## src/assert_macros.svh

```systemverilog
// ---------------------------------------------------------------------------
// Assertion macros shared by the shading block
// Clocked concurrent checks, with and without the reset qualifier.
// ---------------------------------------------------------------------------
`ifndef ASSERT_MACROS_SVH
`define ASSERT_MACROS_SVH

// Check that is switched off while reset is asserted
`define LSUW_ASSERT(lbl, prop, msg) \
  lbl: assert property (@(posedge clk) disable iff (!rst_n) (prop)) else $error(msg);

// Check that also holds across reset
`define LSUW_ASSERT_ALWAYS(lbl, prop, msg) \
  lbl: assert property (@(posedge clk) (prop)) else $error(msg);

`endif

```

## src/lsuw_pkg.sv

```systemverilog
// ---------------------------------------------------------------------------
// lsuw_pkg
// Shared types and constants of the Lambert shader and replicating writer.
// ---------------------------------------------------------------------------
package lsuw_pkg;

  // Default size limits
  localparam int MAX_FRAME_WIDTH_DEF  = 4096;
  localparam int MAX_FRAME_HEIGHT_DEF = 4096;
  localparam int MAX_SCALE_DEF        = 8;

  // Configuration port geometry
  localparam int CFG_IDX_W  = 3;
  localparam int CFG_DATA_W = 16;

  // Depth of the queue between shader and writer
  localparam int QUEUE_DEPTH = 4;

  // Shading constants: 0.15 and 0.85 of full gray 220, background 40
  localparam logic [7:0] AMBIENT_GRAY    = 8'd33;
  localparam logic [7:0] DIFFUSE_GRAY    = 8'd187;
  localparam logic [7:0] FULL_GRAY       = 8'd220;
  localparam logic [7:0] BACKGROUND_GRAY = 8'd40;

  // Register reset values
  localparam logic [15:0] LIGHT_X_RST      = 16'd16551;
  localparam logic [15:0] LIGHT_Y_RST      = 16'd9930;
  localparam logic [15:0] LIGHT_Z_RST      = 16'd26481;
  localparam logic [3:0]  SCALE_DIV_RST    = 4'd1;
  localparam logic [12:0] FRAME_WIDTH_RST  = 13'd800;
  localparam logic [12:0] FRAME_HEIGHT_RST = 13'd600;

  // Register indexes
  typedef enum logic [CFG_IDX_W-1:0] {
    CFG_LIGHT_X      = 3'd0,
    CFG_LIGHT_Y      = 3'd1,
    CFG_LIGHT_Z      = 3'd2,
    CFG_SCALE_DIV    = 3'd3,
    CFG_FRAME_WIDTH  = 3'd4,
    CFG_FRAME_HEIGHT = 3'd5
  } lsuw_cfg_idx_t;

  // Register bank contents, raw as written
  typedef struct packed {
    logic signed [15:0] light_x;
    logic signed [15:0] light_y;
    logic signed [15:0] light_z;
    logic [3:0]         scale_divisor;
    logic [12:0]        frame_width;
    logic [12:0]        frame_height;
  } lsuw_cfg_t;

  // Queue status seen by both sides
  typedef struct packed {
    logic full;
    logic empty;
  } lsuw_q_stat_t;

endpackage

```

## src/lsuw_fifo.sv

```systemverilog
// ---------------------------------------------------------------------------
// lsuw_fifo
// Short queue of shaded items between the shader front and the writer back.
// ---------------------------------------------------------------------------
module lsuw_fifo #(
  parameter int DATA_W = 40
) (
  input  logic                 clk,
  input  logic                 rst_n,
  input  logic                 push,
  input  logic [DATA_W-1:0]    push_data,
  input  logic                 pop,
  output logic [DATA_W-1:0]    head_data,
  output lsuw_pkg::lsuw_q_stat_t stat
);
  import lsuw_pkg::*;

  localparam int PTR_W = (QUEUE_DEPTH > 1) ? $clog2(QUEUE_DEPTH) : 1;
  localparam int CNT_W = $clog2(QUEUE_DEPTH + 1);

  logic [DATA_W-1:0] mem_r [QUEUE_DEPTH];
  logic [PTR_W-1:0]  wr_ptr_r, wr_ptr_nxt;
  logic [PTR_W-1:0]  rd_ptr_r, rd_ptr_nxt;
  logic [CNT_W-1:0]  count_r, count_nxt;
  logic              do_push, do_pop;

  assign stat.full  = (count_r == CNT_W'(QUEUE_DEPTH));
  assign stat.empty = (count_r == '0);
  assign do_push    = push && !stat.full;
  assign do_pop     = pop && !stat.empty;
  assign head_data  = mem_r[rd_ptr_r];

  // pointer and fill count update
  always_comb begin
    wr_ptr_nxt = wr_ptr_r;
    rd_ptr_nxt = rd_ptr_r;
    count_nxt  = count_r;
    if (do_push) begin
      wr_ptr_nxt = (wr_ptr_r == PTR_W'(QUEUE_DEPTH - 1)) ? '0 : wr_ptr_r + PTR_W'(1);
    end
    if (do_pop) begin
      rd_ptr_nxt = (rd_ptr_r == PTR_W'(QUEUE_DEPTH - 1)) ? '0 : rd_ptr_r + PTR_W'(1);
    end
    if (do_push && !do_pop) begin
      count_nxt = count_r + CNT_W'(1);
    end else if (do_pop && !do_push) begin
      count_nxt = count_r - CNT_W'(1);
    end
  end

  always_ff @(posedge clk) begin
    if (!rst_n) begin
      wr_ptr_r <= '0;
      rd_ptr_r <= '0;
      count_r  <= '0;
    end else begin
      wr_ptr_r <= wr_ptr_nxt;
      rd_ptr_r <= rd_ptr_nxt;
      count_r  <= count_nxt;
    end
  end

  // entry storage
  always_ff @(posedge clk) begin
    if (do_push) begin
      mem_r[wr_ptr_r] <= push_data;
    end
  end

endmodule

```

## src/lsuw_front.sv

```systemverilog
// ---------------------------------------------------------------------------
// lsuw_front
// Accepts hit records, shades them to a gray byte and forms the base frame
// coordinates of each replicated block, in a five-stage pipeline.
// ---------------------------------------------------------------------------
module lsuw_front #(
  parameter int MAX_SCALE = lsuw_pkg::MAX_SCALE_DEF,
  parameter int PX_W      = 12 + $clog2(MAX_SCALE + 1)
) (
  input  logic                   clk,
  input  logic                   rst_n,
  input  lsuw_pkg::lsuw_cfg_t    cfg,
  input  logic                   in_valid,
  output logic                   in_ready,
  input  logic                   in_hit_valid,
  input  logic signed [15:0]     in_normal_x,
  input  logic signed [15:0]     in_normal_y,
  input  logic signed [15:0]     in_normal_z,
  input  logic [11:0]            in_render_col,
  input  logic [11:0]            in_render_row,
  input  lsuw_pkg::lsuw_q_stat_t q_stat,
  output logic                   push,
  output logic [7:0]             push_gray,
  output logic [PX_W-1:0]        push_px0,
  output logic [PX_W-1:0]        push_py0
);
  import lsuw_pkg::*;

  localparam int DV_W = $clog2(MAX_SCALE + 1);

  logic            en;
  logic [DV_W-1:0] div_eff;

  // stage valids
  logic v1_r, v2_r, v3_r, v4_r, v5_r;
  // hit flags
  logic h1_r, h2_r, h3_r, h4_r;
  // base coordinates travel alongside
  logic [PX_W-1:0] px1_r, px2_r, px3_r, px4_r, px5_r;
  logic [PX_W-1:0] py1_r, py2_r, py3_r, py4_r, py5_r;
  // shading datapath
  logic signed [31:0] prx1_r, pry1_r, prz1_r;
  logic signed [33:0] dot2_r;
  logic [31:0]        mag3_r;
  logic [39:0]        dif4_r;
  logic [7:0]         gray5_r, gray5_nxt;
  logic [9:0]         gsum;

  // whole pipeline stalls only when a finished item cannot enter the queue
  assign en       = !(v5_r && q_stat.full);
  assign in_ready = en;
  assign push     = en && v5_r;
  assign push_gray = gray5_r;
  assign push_px0  = px5_r;
  assign push_py0  = py5_r;

  // replication factor, zero taken as one, saturated at the maximum
  always_comb begin
    if (cfg.scale_divisor == '0) begin
      div_eff = DV_W'(1);
    end else if (32'(cfg.scale_divisor) > 32'(MAX_SCALE)) begin
      div_eff = DV_W'(MAX_SCALE);
    end else begin
      div_eff = DV_W'(cfg.scale_divisor);
    end
  end

  // ambient plus diffuse, clamped at full gray; background gray for a miss
  always_comb begin
    gsum = 10'(dif4_r[39:30]) + 10'(AMBIENT_GRAY);
    if (!h4_r) begin
      gray5_nxt = BACKGROUND_GRAY;
    end else if (gsum > 10'(FULL_GRAY)) begin
      gray5_nxt = FULL_GRAY;
    end else begin
      gray5_nxt = gsum[7:0];
    end
  end

  // valid chain
  always_ff @(posedge clk) begin
    if (!rst_n) begin
      v1_r <= 1'b0;
      v2_r <= 1'b0;
      v3_r <= 1'b0;
      v4_r <= 1'b0;
      v5_r <= 1'b0;
    end else if (en) begin
      v1_r <= in_valid;
      v2_r <= v1_r;
      v3_r <= v2_r;
      v4_r <= v3_r;
      v5_r <= v4_r;
    end
  end

  // datapath stages
  always_ff @(posedge clk) begin
    if (en) begin
      // products of normal and light, block origin
      prx1_r <= 32'(in_normal_x) * 32'(cfg.light_x);
      pry1_r <= 32'(in_normal_y) * 32'(cfg.light_y);
      prz1_r <= 32'(in_normal_z) * 32'(cfg.light_z);
      px1_r  <= PX_W'(in_render_col) * PX_W'(div_eff);
      py1_r  <= PX_W'(in_render_row) * PX_W'(div_eff);
      h1_r   <= in_hit_valid;
      // dot product
      dot2_r <= 34'(prx1_r) + 34'(pry1_r) + 34'(prz1_r);
      h2_r   <= h1_r;
      px2_r  <= px1_r;
      py2_r  <= py1_r;
      // magnitude, two-sided
      mag3_r <= dot2_r[33] ? 32'(-dot2_r) : 32'(dot2_r);
      h3_r   <= h2_r;
      px3_r  <= px2_r;
      py3_r  <= py2_r;
      // diffuse scale
      dif4_r <= 40'(mag3_r) * 40'(DIFFUSE_GRAY);
      h4_r   <= h3_r;
      px4_r  <= px3_r;
      py4_r  <= py3_r;
      // final gray
      gray5_r <= gray5_nxt;
      px5_r   <= px4_r;
      py5_r   <= py4_r;
    end
  end

endmodule

```

## src/lsuw_back.sv

```systemverilog
// ---------------------------------------------------------------------------
// lsuw_back
// Walks each queued item over its scale-by-scale block, row by row, and
// produces frame writes with a flipped row index and an in-frame flag.
// ---------------------------------------------------------------------------
module lsuw_back #(
  parameter int MAX_FRAME_WIDTH  = lsuw_pkg::MAX_FRAME_WIDTH_DEF,
  parameter int MAX_FRAME_HEIGHT = lsuw_pkg::MAX_FRAME_HEIGHT_DEF,
  parameter int MAX_SCALE        = lsuw_pkg::MAX_SCALE_DEF,
  parameter int PX_W             = 12 + $clog2(MAX_SCALE + 1)
) (
  input  logic                   clk,
  input  logic                   rst_n,
  input  lsuw_pkg::lsuw_cfg_t    cfg,
  input  lsuw_pkg::lsuw_q_stat_t q_stat,
  input  logic [7:0]             head_gray,
  input  logic [PX_W-1:0]        head_px0,
  input  logic [PX_W-1:0]        head_py0,
  output logic                   pop,
  output logic                   out_valid,
  input  logic                   out_ready,
  output logic [23:0]            out_pixel_index,
  output logic [7:0]             out_gray_level,
  output logic                   out_in_frame,
  output logic                   out_last_write
);
  import lsuw_pkg::*;

  localparam int DV_W   = $clog2(MAX_SCALE + 1);
  localparam int SC_W   = (MAX_SCALE > 1) ? $clog2(MAX_SCALE) : 1;
  localparam int WW     = $clog2(MAX_FRAME_WIDTH + 1);
  localparam int HW     = $clog2(MAX_FRAME_HEIGHT + 1);
  localparam int CMP_W  = ((PX_W > WW) ? ((PX_W > HW) ? PX_W : HW)
                                       : ((WW > HW) ? WW : HW)) + 1;
  localparam int PROD_W = HW + WW;
  localparam int SUM_W  = ((PROD_W > PX_W) ? PROD_W : PX_W) + 1;

  logic            en, gen_valid, gen_last, gen_inside;
  logic [DV_W-1:0] div_eff;
  logic [WW-1:0]   w_eff;
  logic [HW-1:0]   h_eff;
  logic [SC_W-1:0] dx_r, dx_nxt, dy_r, dy_nxt;
  logic [PX_W-1:0] gen_px, gen_py;
  logic [HW-1:0]   gen_rflip;

  // generate stage
  logic            s1_valid_r;
  logic            s1_last_r, s1_inside_r;
  logic [7:0]      s1_gray_r;
  logic [PX_W-1:0] s1_px_r;
  logic [HW-1:0]   s1_rflip_r;

  // output register
  logic              out_valid_r;
  logic [23:0]       out_index_r;
  logic [7:0]        out_gray_r;
  logic              out_in_frame_r, out_last_r;
  logic [PROD_W-1:0] row_base;
  logic [SUM_W-1:0]  idx_sum;

  assign en        = !out_valid_r || out_ready;
  assign gen_valid = !q_stat.empty;
  assign pop       = en && gen_valid && gen_last;

  assign out_valid       = out_valid_r;
  assign out_pixel_index = out_index_r;
  assign out_gray_level  = out_gray_r;
  assign out_in_frame    = out_in_frame_r;
  assign out_last_write  = out_last_r;

  // effective geometry: zero taken as one, saturated at the maxima
  always_comb begin
    if (cfg.scale_divisor == '0) begin
      div_eff = DV_W'(1);
    end else if (32'(cfg.scale_divisor) > 32'(MAX_SCALE)) begin
      div_eff = DV_W'(MAX_SCALE);
    end else begin
      div_eff = DV_W'(cfg.scale_divisor);
    end
    if (cfg.frame_width == '0) begin
      w_eff = WW'(1);
    end else if (32'(cfg.frame_width) > 32'(MAX_FRAME_WIDTH)) begin
      w_eff = WW'(MAX_FRAME_WIDTH);
    end else begin
      w_eff = WW'(cfg.frame_width);
    end
    if (cfg.frame_height == '0) begin
      h_eff = HW'(1);
    end else if (32'(cfg.frame_height) > 32'(MAX_FRAME_HEIGHT)) begin
      h_eff = HW'(MAX_FRAME_HEIGHT);
    end else begin
      h_eff = HW'(cfg.frame_height);
    end
  end

  // current write of the block at the queue head
  always_comb begin
    gen_px     = head_px0 + PX_W'(dx_r);
    gen_py     = head_py0 + PX_W'(dy_r);
    gen_last   = (DV_W'(dx_r) == div_eff - DV_W'(1)) &&
                 (DV_W'(dy_r) == div_eff - DV_W'(1));
    gen_inside = (CMP_W'(gen_px) < CMP_W'(w_eff)) && (CMP_W'(gen_py) < CMP_W'(h_eff));
    gen_rflip  = HW'(CMP_W'(h_eff) - CMP_W'(1) - CMP_W'(gen_py));
  end

  // block walk: dx inner, dy outer
  always_comb begin
    dx_nxt = dx_r;
    dy_nxt = dy_r;
    if (en && gen_valid) begin
      if (gen_last) begin
        dx_nxt = '0;
        dy_nxt = '0;
      end else if (DV_W'(dx_r) == div_eff - DV_W'(1)) begin
        dx_nxt = '0;
        dy_nxt = dy_r + SC_W'(1);
      end else begin
        dx_nxt = dx_r + SC_W'(1);
      end
    end
  end

  // frame index of the staged write
  always_comb begin
    row_base = PROD_W'(s1_rflip_r) * PROD_W'(w_eff);
    idx_sum  = SUM_W'(row_base) + SUM_W'(s1_px_r);
  end

  always_ff @(posedge clk) begin
    if (!rst_n) begin
      dx_r        <= '0;
      dy_r        <= '0;
      s1_valid_r  <= 1'b0;
      out_valid_r <= 1'b0;
    end else begin
      dx_r <= dx_nxt;
      dy_r <= dy_nxt;
      if (en) begin
        s1_valid_r  <= gen_valid;
        out_valid_r <= s1_valid_r;
      end
    end
  end

  always_ff @(posedge clk) begin
    if (en) begin
      s1_last_r   <= gen_last;
      s1_inside_r <= gen_inside;
      s1_gray_r   <= head_gray;
      s1_px_r     <= gen_px;
      s1_rflip_r  <= gen_rflip;
      out_index_r    <= s1_inside_r ? 24'(idx_sum) : '0;
      out_gray_r     <= s1_inside_r ? s1_gray_r : '0;
      out_in_frame_r <= s1_inside_r;
      out_last_r     <= s1_last_r;
    end
  end

endmodule

```

## src/lambert_shade_upscale_writer_top.sv

```systemverilog
// ---------------------------------------------------------------------------
// lambert_shade_upscale_writer_top
// Two-sided Lambertian shader with ambient floor feeding a replicating
// frame writer; shader and writer are decoupled by a short queue.
// ---------------------------------------------------------------------------
//  channel | signals                          | transfer when
//  --------+----------------------------------+----------------------------
//  input   | in_valid/in_ready, hit record    | in_valid && in_ready
//  result  | out_valid/out_ready, frame write | out_valid && out_ready
//  config  | cfg_we, cfg_index, cfg_data      | cfg_we (no wait)
//
//  Each input gives scale_divisor squared writes, one per cycle unless the
//  output stalls, so the writer loop sets the rate: one input per cycle at
//  full resolution. Path: five shader stages, the queue, two writer stages.
//  Reset is synchronous, active low; no clearing pass.
//  A stalled output holds the writer; the queue then fills and the shader
//  stops taking inputs only when its last stage cannot enter the queue.
// ---------------------------------------------------------------------------
`include "assert_macros.svh"

module lambert_shade_upscale_writer_top #(
  parameter int MAX_FRAME_WIDTH  = lsuw_pkg::MAX_FRAME_WIDTH_DEF,
  parameter int MAX_FRAME_HEIGHT = lsuw_pkg::MAX_FRAME_HEIGHT_DEF,
  parameter int MAX_SCALE        = lsuw_pkg::MAX_SCALE_DEF
) (
  input  logic                           clk,
  input  logic                           rst_n,
  input  logic                           cfg_we,
  input  logic [lsuw_pkg::CFG_IDX_W-1:0] cfg_index,
  input  logic [lsuw_pkg::CFG_DATA_W-1:0] cfg_data,
  input  logic                           in_valid,
  output logic                           in_ready,
  input  logic                           in_hit_valid,
  input  logic signed [15:0]             in_normal_x,
  input  logic signed [15:0]             in_normal_y,
  input  logic signed [15:0]             in_normal_z,
  input  logic [11:0]                    in_render_col,
  input  logic [11:0]                    in_render_row,
  output logic                           out_valid,
  input  logic                           out_ready,
  output logic [23:0]                    out_pixel_index,
  output logic [7:0]                     out_gray_level,
  output logic                           out_in_frame,
  output logic                           out_last_write
);
  import lsuw_pkg::*;

  localparam int PX_W   = 12 + $clog2(MAX_SCALE + 1);
  localparam int ITEM_W = 8 + 2 * PX_W;

  lsuw_cfg_t    cfg_r, cfg_nxt;
  lsuw_q_stat_t q_stat;
  logic              push, pop;
  logic [7:0]        push_gray, head_gray;
  logic [PX_W-1:0]   push_px0, push_py0, head_px0, head_py0;
  logic [ITEM_W-1:0] head_item;

  // register bank write decode
  always_comb begin
    cfg_nxt = cfg_r;
    if (cfg_we) begin
      case (cfg_index)
        CFG_LIGHT_X:      cfg_nxt.light_x       = cfg_data;
        CFG_LIGHT_Y:      cfg_nxt.light_y       = cfg_data;
        CFG_LIGHT_Z:      cfg_nxt.light_z       = cfg_data;
        CFG_SCALE_DIV:    cfg_nxt.scale_divisor = cfg_data[3:0];
        CFG_FRAME_WIDTH:  cfg_nxt.frame_width   = cfg_data[12:0];
        CFG_FRAME_HEIGHT: cfg_nxt.frame_height  = cfg_data[12:0];
        default:          cfg_nxt = cfg_r;
      endcase
    end
  end

  always_ff @(posedge clk) begin
    if (!rst_n) begin
      cfg_r.light_x       <= LIGHT_X_RST;
      cfg_r.light_y       <= LIGHT_Y_RST;
      cfg_r.light_z       <= LIGHT_Z_RST;
      cfg_r.scale_divisor <= SCALE_DIV_RST;
      cfg_r.frame_width   <= FRAME_WIDTH_RST;
      cfg_r.frame_height  <= FRAME_HEIGHT_RST;
    end else begin
      cfg_r <= cfg_nxt;
    end
  end

  // shader front
  lsuw_front #(
    .MAX_SCALE (MAX_SCALE),
    .PX_W      (PX_W)
  ) u_front (
    .clk           (clk),
    .rst_n         (rst_n),
    .cfg           (cfg_r),
    .in_valid      (in_valid),
    .in_ready      (in_ready),
    .in_hit_valid  (in_hit_valid),
    .in_normal_x   (in_normal_x),
    .in_normal_y   (in_normal_y),
    .in_normal_z   (in_normal_z),
    .in_render_col (in_render_col),
    .in_render_row (in_render_row),
    .q_stat        (q_stat),
    .push          (push),
    .push_gray     (push_gray),
    .push_px0      (push_px0),
    .push_py0      (push_py0)
  );

  // item queue
  lsuw_fifo #(
    .DATA_W (ITEM_W)
  ) u_fifo (
    .clk       (clk),
    .rst_n     (rst_n),
    .push      (push),
    .push_data ({push_gray, push_px0, push_py0}),
    .pop       (pop),
    .head_data (head_item),
    .stat      (q_stat)
  );

  assign head_gray = head_item[ITEM_W-1 -: 8];
  assign head_px0  = head_item[2*PX_W-1 -: PX_W];
  assign head_py0  = head_item[PX_W-1:0];

  // replicating writer back
  lsuw_back #(
    .MAX_FRAME_WIDTH  (MAX_FRAME_WIDTH),
    .MAX_FRAME_HEIGHT (MAX_FRAME_HEIGHT),
    .MAX_SCALE        (MAX_SCALE),
    .PX_W             (PX_W)
  ) u_back (
    .clk             (clk),
    .rst_n           (rst_n),
    .cfg             (cfg_r),
    .q_stat          (q_stat),
    .head_gray       (head_gray),
    .head_px0        (head_px0),
    .head_py0        (head_py0),
    .pop             (pop),
    .out_valid       (out_valid),
    .out_ready       (out_ready),
    .out_pixel_index (out_pixel_index),
    .out_gray_level  (out_gray_level),
    .out_in_frame    (out_in_frame),
    .out_last_write  (out_last_write)
  );

  // checks
  `LSUW_ASSERT(a_no_overflow, push |-> !q_stat.full, "queue push while full")
  `LSUW_ASSERT_ALWAYS(a_reset_idle, !rst_n |=> !out_valid, "result valid after reset")
  `LSUW_ASSERT(a_outside_zero, (out_valid && !out_in_frame) |-> (out_pixel_index == 24'd0 && out_gray_level == 8'd0), "off-frame write carries data")
  `LSUW_ASSERT(a_gray_range, (out_valid && out_in_frame) |-> (out_gray_level >= AMBIENT_GRAY && out_gray_level <= FULL_GRAY), "gray outside shading range")

endmodule

```

## config.mk

```make
export PLATFORM = sky130hd
export DESIGN_NAME = lambert_shade_upscale_writer_top
export DESIGN_NICKNAME = d
export VERILOG_FILES = /design/src/lsuw_pkg.sv /design/src/lsuw_fifo.sv /design/src/lsuw_front.sv /design/src/lsuw_back.sv /design/src/lambert_shade_upscale_writer_top.sv
export VERILOG_INCLUDE_DIRS = /design/src /design/src/src
export SDC_FILE = /design/constraint.sdc
export NUM_CORES = 2
export LEC_CHECK = 0
export BUFFER_PORTS_ARGS = -buffer_cell sky130_fd_sc_hd__buf_2
export CAP_MARGIN = 20
export CELL_PAD_IN_SITES_DETAIL_PLACEMENT = 0
export CELL_PAD_IN_SITES_GLOBAL_PLACEMENT = 1
export CORE_MARGIN = 1.5
export CORE_UTILIZATION = 40
export CTS_BUF_LIST = sky130_fd_sc_hd__clkbuf_2
export CTS_CLUSTER_DIAMETER = 120
export DETAILED_ROUTE_END_ITERATION = 8
export GPL_ROUTABILITY_DRIVEN = 0
export GPL_TIMING_DRIVEN = 0
export PLACE_DENSITY = 0.65
export SLEW_MARGIN = 0
export SYNTH_ARGS = -nofsm -noshare
export SYNTH_HDL_FRONTEND = slang
export SYNTH_HIERARCHICAL = 1
export SYNTH_SLANG_ARGS = --single-unit
```

## constraint.sdc

```tcl
create_clock -name clk -period 12.86 [get_ports clk]
set_clock_uncertainty 0.15 [all_clocks]
set_input_delay 1.929 -clock clk [delete_from_list [all_inputs] [get_ports clk]]
set_output_delay 1.929 -clock clk [all_outputs]
set_load 0.01 [all_outputs]
```

==> metrics <==
status finished, final reports clean; WL/cell 18.5 um; slowest CP cell fa_1; grt ovf 0; root cell of the clock tree clkbuf_2; r2r endpoint u_front/prz1_r[31]$_DFFE_PN_; Post-DRT Antenna Nets 0; Synth Net Count 8,246; wl on met1 73,800 um; area of the core 174,000 um2; Distinct cells, synth 93; Slew Limit Fails 0; drt pass-1 iters 6; Synth Cell Area 70,500 um2; total track usage 19.8%; Syn Area/Cell 10.9 um2; Max Root-Sink Buffers 3; worst r2r src cfg_r[34]$_SDFFE_PN1P_; Iter 0 DRT Violations 1,931; worst setup path endpoint u_front/prz1_r[31]$_DFFE_PN_; Top delay family on crit path adder cells; largest net degree at the start of global routing 76; Final HPWL DP 141,000 um; number of global-route vias before repair 48,400; layout cell share with drive strength beyond 1 7.84%; top cell type's share of synthesized area 31.6%; # IOs 133; Max Fanout on Critical Path 10; die area 179,000 um2; Critical Path RT 13,820 ps; Post-CTS Hold Fix Bufs 0; fin crit period 8330 ps; Die X 423 um; Async S/R FF share, synth 0%; prevailing post-synth register cell edfxtp_1; Final Setup Violations 0; Final Hold Vio Count 0; Worst Path Buf+Inv 4; Die H 423 um; Synth Instances 6,479; Via Count 44,900; R2R setup slack 4530 ps; Synth Warn # 6; final wirelength 172,000 um; WL met3 5820 um; crit path kind register to register; nature of the critical path startpoint register; CP startpoint cfg_r[34]$_SDFFE_PN1P_; Post-synth EDFFs 576; max-cap viol count 0; unrepaired setup endpoints after global routing no; fmax 0.120 GHz; Worst-Skew Late Latency 1520 ps; uppermost layer routed met4; initial antenna violation count 14; number of vias per cell 4.83; period utilization 64.8%; drc violations 0; Rows 153; slowest stage delay, CP 820 ps; TritonCTS clock tree built; Worst-path clk slew 110 ps; filler instances 16,900; cell mode on critical path fa_1; leading area contributor after synthesis fa_1; Post CTS Setup Buffer Count 0; hold slack 216 ps; Final #Nets 8,570; Initial Utilization 40.4%; top cells by area, synth fa_1 (32%), edfxtp_1 (25%), ha_1 (9.9%), inv_1 (7.2%), and2_1 (4.7%); flops & latches, synth 676; stages on the worst setup path 21; sequential-to-total area share from yosys stat 27.4%; total CTS buffers 183; crit path cell chain clkbuf_1, nand2_1, fa_1, inv_1, fa_1, fa_1, fa_1, fa_1, inv_1, fa_1, inv_1, ha_1, nand2_1, o21ai_0, o41ai_1, nand2_1, o21ai_0, o21ai_0, or4_1, o21ai_0, xnor2_1; worst hold path type register to register; R2R depth 21; Max H-tree Level 4; first-pass GRT wire length 273,000 um; max_slew headroom 27.1%; CTS resizes 0; critical path endpoint category register; clk sinks 676; CP Data Arrival Time 9300 ps; Area Growth Syn to Fin 7.98%; number of port buffers 128; met2 WL post-DR 88,000 um; worst-margin pin slew 1090 ps
## sequential cells by signal, summed over array words and instances (netlist names), 24 cells and up, named ones only
name                    count
u_front/prz1_r             32
u_front/dot2_r             33
u_fifo/mem_r              160
u_front/mag3_r             32
u_front/prx1_r             32
u_back/out_pixel_index     24
u_front/pry1_r             32
cfg_r                      78
## per-stage QoR
| step | instance area, um2 | TNS [ps] | cells | worst slack, ps | util [%] |
|---|---|---|---|---|---|
| 6_report | 76100 | 0 | 9291 | 4530 | 43.6 |
| 5_1_grt | 76100 | 0 | 9284 | 4050 | 43.6 |
| 4_1_cts | 76000 | 0 | 9276 | 4500 | 43.6 |
| 3_5_place_dp | 74300 | 0 | 8943 | 3290 | 42.6 |
| 3_3_place_gp | 74000 | -1270 | 8932 | -1270 | 42.4 |
| 2_1_floorplan | 70500 | 0 | 6479 | 2840 | - |
## kinds of logic after synthesis
logic type                 count (synthesis)  share of synthesized area [%]
adders and majority gates               1670                           41.5
AOI/OAI and AO/OA                        530                           4.93
and+or+nand+nor                         1670                           12.0
xor gates and xnor gates                 264                           3.30
buffers and inverters                   1543                           8.39
DFF                                      676                           27.4
muxes                                    126                           2.50
## how the worst min path moves through the flow
stage                     cells past startpoint                         endpoint                  startpoint
after CTS                                     0       u_front/py2_r[9]$_DFFE_PN_  u_front/py1_r[9]$_DFFE_PN_
final                                         0       u_front/py2_r[9]$_DFFE_PN_  u_front/py1_r[9]$_DFFE_PN_
after floorplan                               0  u_back/out_last_write$_DFFE_PN_  u_back/s1_last_r$_DFFE_PN_
after detailed placement                      0       u_front/px3_r[1]$_DFFE_PN_  u_front/px2_r[1]$_DFFE_PN_
after global routing                          0       u_front/py2_r[9]$_DFFE_PN_  u_front/py1_r[9]$_DFFE_PN_
after global placement                        0       u_front/px2_r[8]$_DFFE_PN_  u_front/px1_r[8]$_DFFE_PN_
## cell usage after synthesis (all sizes together) (29+ instances only)
cell and n:
o21ai 100, nand3 49, nand2b 41, dfxtp 100, edfxtp 576, nor3 32
inv 1357, a21o 78, and3 29, mux2i 86, nor2b 87, clkbuf 156
a21oi 164, mux4 40, nand2 684, fa 1111, and2 525, nor2 144
buf 30, xor2 68, ha 559, xnor2 195
## placed cells by master (no fill, tap or decap), types with 13 or more instances in the layout
cell	count
mux2i_1	86
and2_1	521
a21boi_0	13
ha_1	559
clkbuf_1	156
o21a_1	22
nand4_1	14
nor2b_1	87
xnor2_1	195
inv_1	1355
o211ai_1	13
mux4_2	40
and3_1	29
o21bai_1	25
clkinv_2	17
dfxtp_1	100
nand2b_1	40
edfxtp_1	576
nor3_1	32
nor2_1	143
a21oi_1	161
o21ai_0	79
fa_1	1111
clkbuf_2	262
xor2_1	68
nand3_1	47
o31ai_1	14
o21ai_1	20
nand2_1	683
clkinv_1	39
diode_2	15
buf_2	144
a21o_1	78
## cell type report
cell class | instances | area, um2 | area share, %
Tap cell | 2325 | 2910 | 3.82
Timing Repair Buffer | 139 | 890 | 1.17
Clock inverter | 71 | 458 | 0.602
Antenna cell | 15 | 37.5 | 0.0493
Buffer | 186 | 817 | 1.07
Clock buffer | 262 | 1310 | 1.72
Inverter | 1357 | 5100 | 6.70
Multi-Input combinational cell | 4260 | 45300 | 59.5
Sequential cell | 676 | 19300 | 25.4
## per-layer routing
metal | vias to the layer above | global-route usage (%)
li1 | 21100 | -
met1 | 22800 | 25.4
met2 | 780 | 35.0
met3 | 200 | 2.46
met4 | 0 | 5.62
met5 | - | 0
Power is not shown: default switching activity piles up to over one toggle a cycle in this logic, so the estimate is an artifact.
